===== config.mk =====
export PLATFORM = sky130hd
export DESIGN_NAME = pts_chain
export DESIGN_NICKNAME = d
export VERILOG_FILES = /design/src/pts_pkg.sv /design/src/pts_cell.sv /design/src/pts_chain.sv
export SDC_FILE = /design/constraint.sdc
export NUM_CORES = 2
export LEC_CHECK = 0
export ABC_AREA = 1
export BUFFER_PORTS_ARGS = -buffer_cell sky130_fd_sc_hd__buf_2
export CAP_MARGIN = 0
export CORE_MARGIN = 2
export CORE_UTILIZATION = 30
export DETAILED_ROUTE_END_ITERATION = 6
export PLACE_DENSITY = 0.51
export SLEW_MARGIN = 10
export SYNTH_ARGS = -nofsm -noshare
export SYNTH_HDL_FRONTEND = slang
export SYNTH_SLANG_ARGS = --single-unit

===== constraint.sdc =====
create_clock -name aclk -period 8.5 [get_ports aclk]
set_clock_uncertainty 0.05 [all_clocks]
set_input_delay 1.7 -clock aclk [delete_from_list [all_inputs] [get_ports aclk]]
set_output_delay 1.7 -clock aclk [all_outputs]
set_load 0.05 [all_outputs]

===== src/pts_pkg.sv =====
// Shared types, codes and helpers for the priority task scheduler.
// No dependencies; every other file imports this package.
package pts_pkg;

    localparam int ID_W    = 10;
    localparam int PRIO_W  = 6;
    localparam int STAMP_W = 32;
    localparam int TICK_W  = 32;
    localparam int SLICE_W = 8;
    localparam int KEY_W   = PRIO_W + STAMP_W;

    typedef enum logic [2:0] {
        REQ_MAKE_READY = 3'd0,
        REQ_YIELD      = 3'd1,
        REQ_BLOCK      = 3'd2,
        REQ_SLEEP      = 3'd3,
        REQ_TICK       = 3'd4,
        REQ_EXIT       = 3'd5,
        REQ_SET_PRIO   = 3'd6,
        REQ_UNUSED     = 3'd7
    } req_type_t;

    typedef enum logic [1:0] {
        STAT_OK    = 2'd0,
        STAT_FULL  = 2'd1,
        STAT_INVAL = 2'd2
    } status_t;

    typedef enum logic [1:0] {
        OP_HOLD   = 2'd0,
        OP_INSERT = 2'd1,
        OP_POP    = 2'd2,
        OP_ROT    = 2'd3
    } chain_op_t;

    typedef struct packed {
        chain_op_t op;
        logic      keep;
    } chain_ctrl_t;

    typedef enum logic [1:0] {
        ST_IDLE = 2'd0,
        ST_YINS = 2'd1,
        ST_SCAN = 2'd2,
        ST_DONE = 2'd3
    } sched_state_t;

    // Priority order: higher priority first, older stamp first on a tie.
    function automatic logic goes_before(input logic [PRIO_W-1:0] pa,
                                         input logic [STAMP_W-1:0] sa,
                                         input logic [PRIO_W-1:0] pb,
                                         input logic [STAMP_W-1:0] sb);
        logic r;
        if (pa == pb) begin
            r = (sa < sb);
        end else begin
            r = (pa > pb);
        end
        return r;
    endfunction

endpackage


===== src/pts_cell.sv =====
// One slot of a sorted store: holds an entry keyed by {prio, stamp}.
// Depends on pts_pkg; instantiated by pts_chain.
module pts_cell import pts_pkg::*; #(
    parameter int IDX    = 0,
    parameter int DATA_W = 10,
    parameter int CNT_W  = 5
) (
    input  logic                    aclk,
    input  chain_ctrl_t             ctrl,
    input  logic [CNT_W-1:0]        fill,
    input  logic [CNT_W-1:0]        tail,
    input  logic [KEY_W+DATA_W-1:0] new_ent,
    input  logic [KEY_W+DATA_W-1:0] left_ent,
    input  logic [KEY_W+DATA_W-1:0] right_ent,
    input  logic                    left_after,
    output logic [KEY_W+DATA_W-1:0] ent,
    output logic                    after
);

    localparam int W = KEY_W + DATA_W;

    logic [W-1:0] ent_reg;
    logic [W-1:0] ent_next;
    logic         valid;

    assign valid = (CNT_W'(IDX) < fill);
    // New entry goes behind this one when it does not outrank it.
    assign after = valid && !goes_before(new_ent[W-1 -: PRIO_W],
                                         new_ent[W-PRIO_W-1 -: STAMP_W],
                                         ent_reg[W-1 -: PRIO_W],
                                         ent_reg[W-PRIO_W-1 -: STAMP_W]);

    always_comb begin
        unique case (ctrl.op)
            OP_HOLD: begin
                ent_next = ent_reg;
            end
            OP_INSERT: begin
                if (after) begin
                    ent_next = ent_reg;
                end else if (left_after) begin
                    ent_next = new_ent;
                end else begin
                    ent_next = left_ent;
                end
            end
            OP_POP: begin
                ent_next = right_ent;
            end
            OP_ROT: begin
                // advance toward the head; a kept head re-enters at the tail
                if (ctrl.keep && (CNT_W'(IDX) == tail)) begin
                    ent_next = new_ent;
                end else begin
                    ent_next = right_ent;
                end
            end
        endcase
    end

    always_ff @(posedge aclk) begin
        ent_reg <= ent_next;
    end

    assign ent = ent_reg;

endmodule


===== src/pts_chain.sv =====
// Row of pts_cell slots forming one sorted store with insert, pop and rotate.
// Depends on pts_pkg and pts_cell.
module pts_chain import pts_pkg::*; #(
    parameter int DEPTH  = 16,
    parameter int DATA_W = 10,
    parameter int CNT_W  = 5
) (
    input  logic                    aclk,
    input  chain_ctrl_t             ctrl,
    input  logic [CNT_W-1:0]        fill,
    input  logic [KEY_W+DATA_W-1:0] new_ent,
    output logic [KEY_W+DATA_W-1:0] head
);

    localparam int W = KEY_W + DATA_W;

    logic [W-1:0]     ents  [DEPTH];
    logic             afts  [DEPTH];
    logic [CNT_W-1:0] tail;

    assign tail = fill - CNT_W'(1);

    for (genvar i = 0; i < DEPTH; i++) begin : g_cell
        logic [W-1:0] left_e;
        logic [W-1:0] right_e;
        logic         left_a;
        if (i == 0) begin : g_first
            assign left_e = new_ent;
            assign left_a = 1'b1;
        end else begin : g_mid
            assign left_e = ents[i-1];
            assign left_a = afts[i-1];
        end
        if (i == DEPTH - 1) begin : g_last
            assign right_e = ents[i];
        end else begin : g_inner
            assign right_e = ents[i+1];
        end
        pts_cell #(.IDX(i), .DATA_W(DATA_W), .CNT_W(CNT_W)) u_cell (
            .aclk       (aclk),
            .ctrl       (ctrl),
            .fill       (fill),
            .tail       (tail),
            .new_ent    (new_ent),
            .left_ent   (left_e),
            .right_ent  (right_e),
            .left_after (left_a),
            .ent        (ents[i]),
            .after      (afts[i])
        );
    end

    assign head = ents[0];

endmodule


==> impl_summary.md <==
Logic synthesis
The mapped netlist covers 66600 um2. The synthesized net count is 10270. In this run, synthesis produced a sequential element count of 768. The dominant cell by count in the synthesized netlist is sky130_fd_sc_hd__nand2_1. For this run, the leading register cell type out of synthesis is sky130_fd_sc_hd__edfxtp_1. By count the netlist is led by 2230 x sky130_fd_sc_hd__nand2_1, 1602 x sky130_fd_sc_hd__inv_1, 1482 x sky130_fd_sc_hd__nand3_1. The gate count after technology mapping is 9621. The number of library cell types mapped by synthesis is 38. The sequential fraction of the synthesis area is 34.6%. In this run the biggest area consumer among cell types represents 34.6% of the synthesized area. By area the synthesized netlist is led by sky130_fd_sc_hd__edfxtp_1 35%, sky130_fd_sc_hd__nand2_1 13%, sky130_fd_sc_hd__nand3_1 11%, sky130_fd_sc_hd__ha_1 11%, sky130_fd_sc_hd__inv_1 9.0%. The count of flip-flops with a built-in enable after synthesis is 768. The fraction of registers with async set/reset is 0%. The largest total area in the synthesized netlist belongs to sky130_fd_sc_hd__edfxtp_1. Yosys printed 0 warnings. The average cell area after synthesis is 6.93 um2.

GRT
The global-route met2 utilization is 38.1%. The most utilized layer in the global route result is met2. The pin count of the biggest net entering global routing is 183. Summed over all layers, the global routing overflow is 0. Global routing consumed, on the met1 layer, 34.9% of the routing resources. The number of global-route vias before repair is 63957. The initial antenna violation count came to 17. For met3 alone, demand over resource in global routing was 3.66%.

The total global-route track usage is 25.1%. The first global-routing pass estimated 428 mm of wire.

Die
The full die area is 226000 um2. The starting density of the core is 30.1%. The number of cell rows is 173. For this design the top-level I/O count stands at 105. In this run the horizontal extent of the chip is 475 um. The core box area is 221000 um2. From bottom edge to top edge, the die measures 475 um.

Worst setup path
The critical path launch point type is a primary input. In this design, the largest share of critical-path delay is due to simple AND/OR/NAND/NOR gates. In this run the worst path has a maximum fanout of 48.

For the worst setup path, the data required time is 8820 ps. Traced cell by cell, the critical path runs through buf_2 > buf_4 > ha_1 > nand4_1 > nor3b_1 > nand3_1 > nor2_1 > nand2_2 > nand2_2 > buf_4 > nand2_1 > nand2_2 > buf_4. The endpoint class of the critical path is a flop. On the worst path, the slowest cell contributes a delay of 810 ps.

STA puts the critical path data arrival time at 6130 ps. The count of buffer and inverter cells on the critical path is 4. The slowest cell on the critical path is sky130_fd_sc_hd__buf_4. The critical path is of the in2reg type.

Cells and area
The flip-flop count of the largest register after layout is 768. After the last flow step, the layout net total stands at 9949. The post-synthesis to final-layout area growth is 9.23%.

The fill cell instance count of the final layout is 23585. In the final layout, the share of cells above drive strength 1 is 5.16%. Once layout is complete, the utilization of the core stands at 32.9%.

Timing
For the pin with the worst max-slew slack, the measured transition is 1520 ps. The final number of setup-violating endpoints is 0. The max-slew violation count is 23. The setup TNS is 0 ps. Setup repair after global routing left no endpoint under its margin. The routed design could run at a clock period as short as 5810 ps. Headroom to the max-slew limit came out at -1.11%.

The final hold violation count came to 0. The final critical path takes up 68.4% of the cycle. The timing-limited maximum frequency is 172 MHz.

The worst hold margin is 529 ps.

CTS
The number of hold buffers added after CTS is 0. CTS built an H-tree with a depth of 3. The CTS buffer count is 98. In this run the clock root is driven by a sky130_fd_sc_hd__clkbuf_16. TritonCTS built the clock tree. The maximum count of clock buffers along a single path is 3.

After clock tree synthesis, the setup repair step added 0 buffers. At the later pin of the worst-skew pair, clock insertion delay measures 770 ps. The clock-pin slew on the worst setup and hold paths is 60 ps. The count of cells resized by post-cts repair is 0. The number of clock sinks is 768.

Detailed routing
After detailed routing, the number of vias per cell comes to 5.49. For this block, the initial DRC count from the detailed router was 8522. The first detailed-routing pass ran for 7 iterations.

For this run, design rule violations remaining after detail routing come to 1. In the final routed layout, each cell accounts on average for 23.6 um. The post-detailed-routing wire length is 292 mm.

The count of antenna-violating nets left after detailed routing is 0. The routed layout has 67865 vias.

Power and ir drop
The cell leakage power is 34.6 nW. For this design the ratio of total power to cell area is 247 nW/um2. After layout, the design draws a total of 18.0 mW. The largest voltage drop on the vdd net is 0.000168 V.

Job
The number of maximum-capacitance violations is 0.

Place
The HPWL reported at the end of detailed placement is 186 mm. The count of buffers inserted at the top-level ports is 104. The global placement routability congestion is 0.932.

Outcome
The final reports fail on DRC, slew limit. The run finished, with violations left.

Min path
The path class of the tightest hold or removal check is reg2reg.
[kinds of logic (layout without fill, tap and decap cells)]
group | after synthesis | after routing | synth area share, %
XOR/XNOR | 1 | 1 | 0.0244
AND/OR/NAND/NOR | 4098 | 4098 | 26.2
adder cells (fa/ha/maj) | 592 | 592 | 11.1
buffers and inverters | 2316 | 2074 | 13.4
other | 0 | 6 | 0
AO/OA/AOI/OAI | 1846 | 1846 | 14.7
flip-flops | 768 | 768 | 34.6
[per-layer routing]
metal	wire length, um	vias up	part of all wire (%)
met4	14800	8	5.1
met3	27600	561	9.5
met1	125000	32387	43
li1	-	31302	-
met2	124000	3607	42
met5	51	-	0.017
[cells in the final DEF, fill, tap and decap left out, types with 42 or more instances in the layout]
cell type                   count
sky130_fd_sc_hd__nand2_1     2170
sky130_fd_sc_hd__edfxtp_1     768
sky130_fd_sc_hd__clkbuf_16    100
sky130_fd_sc_hd__clkinv_1      57
sky130_fd_sc_hd__o21ai_0      833
sky130_fd_sc_hd__ha_1         592
sky130_fd_sc_hd__o22ai_1      298
sky130_fd_sc_hd__buf_2        104
sky130_fd_sc_hd__o21ai_1       42
sky130_fd_sc_hd__nand2_2       47
sky130_fd_sc_hd__buf_4        145
sky130_fd_sc_hd__inv_1       1599
sky130_fd_sc_hd__a21oi_1      590
sky130_fd_sc_hd__nand3_1     1481
sky130_fd_sc_hd__nor2_1       282
[worst reg2reg max path: cells and delay by family, from the launching register on]
kind / cells / cell delay (ps)
flops: 1 / 540
buf+inv: 1 / 210
fa+ha+maj: 1 / 380
simple gates: 8 / 3240
[where the power goes]
group | total [mW] | internal, mW | leakage [nW] | switching (mW)
Clock | 4.24 | 2.33 | 1.50 | 1.91
Sequential | 5.85 | 5.52 | 7.79 | 0.335
Combinational | 7.90 | 2.22 | 25.3 | 5.68
Total | 18.0 | 10.1 | 34.6 | 7.93
[worst paths after layout]
| path | from | endpoint | slack (ps) | cells past startpoint |
|---|---|---|---|---|
| setup / recovery | new_ent[46] | g_cell[5].u_cell.ent[27] | 2690 | 13 |
| hold reg to reg | g_cell[14].u_cell.ent[2] | g_cell[15].u_cell.ent[2] | 530 | 2 |
| setup reg to reg | g_cell[0].u_cell.ent[47] | g_cell[0].u_cell.ent[32] | 3610 | 10 |
| hold / removal | g_cell[14].u_cell.ent[2] | g_cell[15].u_cell.ent[2] | 530 | 2 |
[per-stage QoR]
stage,instance area [um2],worst slack (ps),std cells
3_3_place_gp,69700,1070,12174
5_1_grt,72800,2630,12357
3_5_place_dp,69700,2090,12175
6_report,72800,2690,12360
2_1_floorplan,66600,3160,9621
4_1_cts,72800,2880,12354
[area by class of cell]
cell class                      count  area [um2]  share of cell area, %
Antenna cell                        6        15.0                 0.0206
Clock buffer                      121        2580                   3.55
Clock inverter                     58         454                  0.624
Inverter                         1640        6170                   8.47
Multi-Input combinational cell   6537       35100                   48.2
Sequential cell                   768       23100                   31.7
Tap cell                         2975        3720                   5.11
Timing Repair Buffer              255        1730                   2.38
Note: power is estimated with default switching activity, not from simulation.
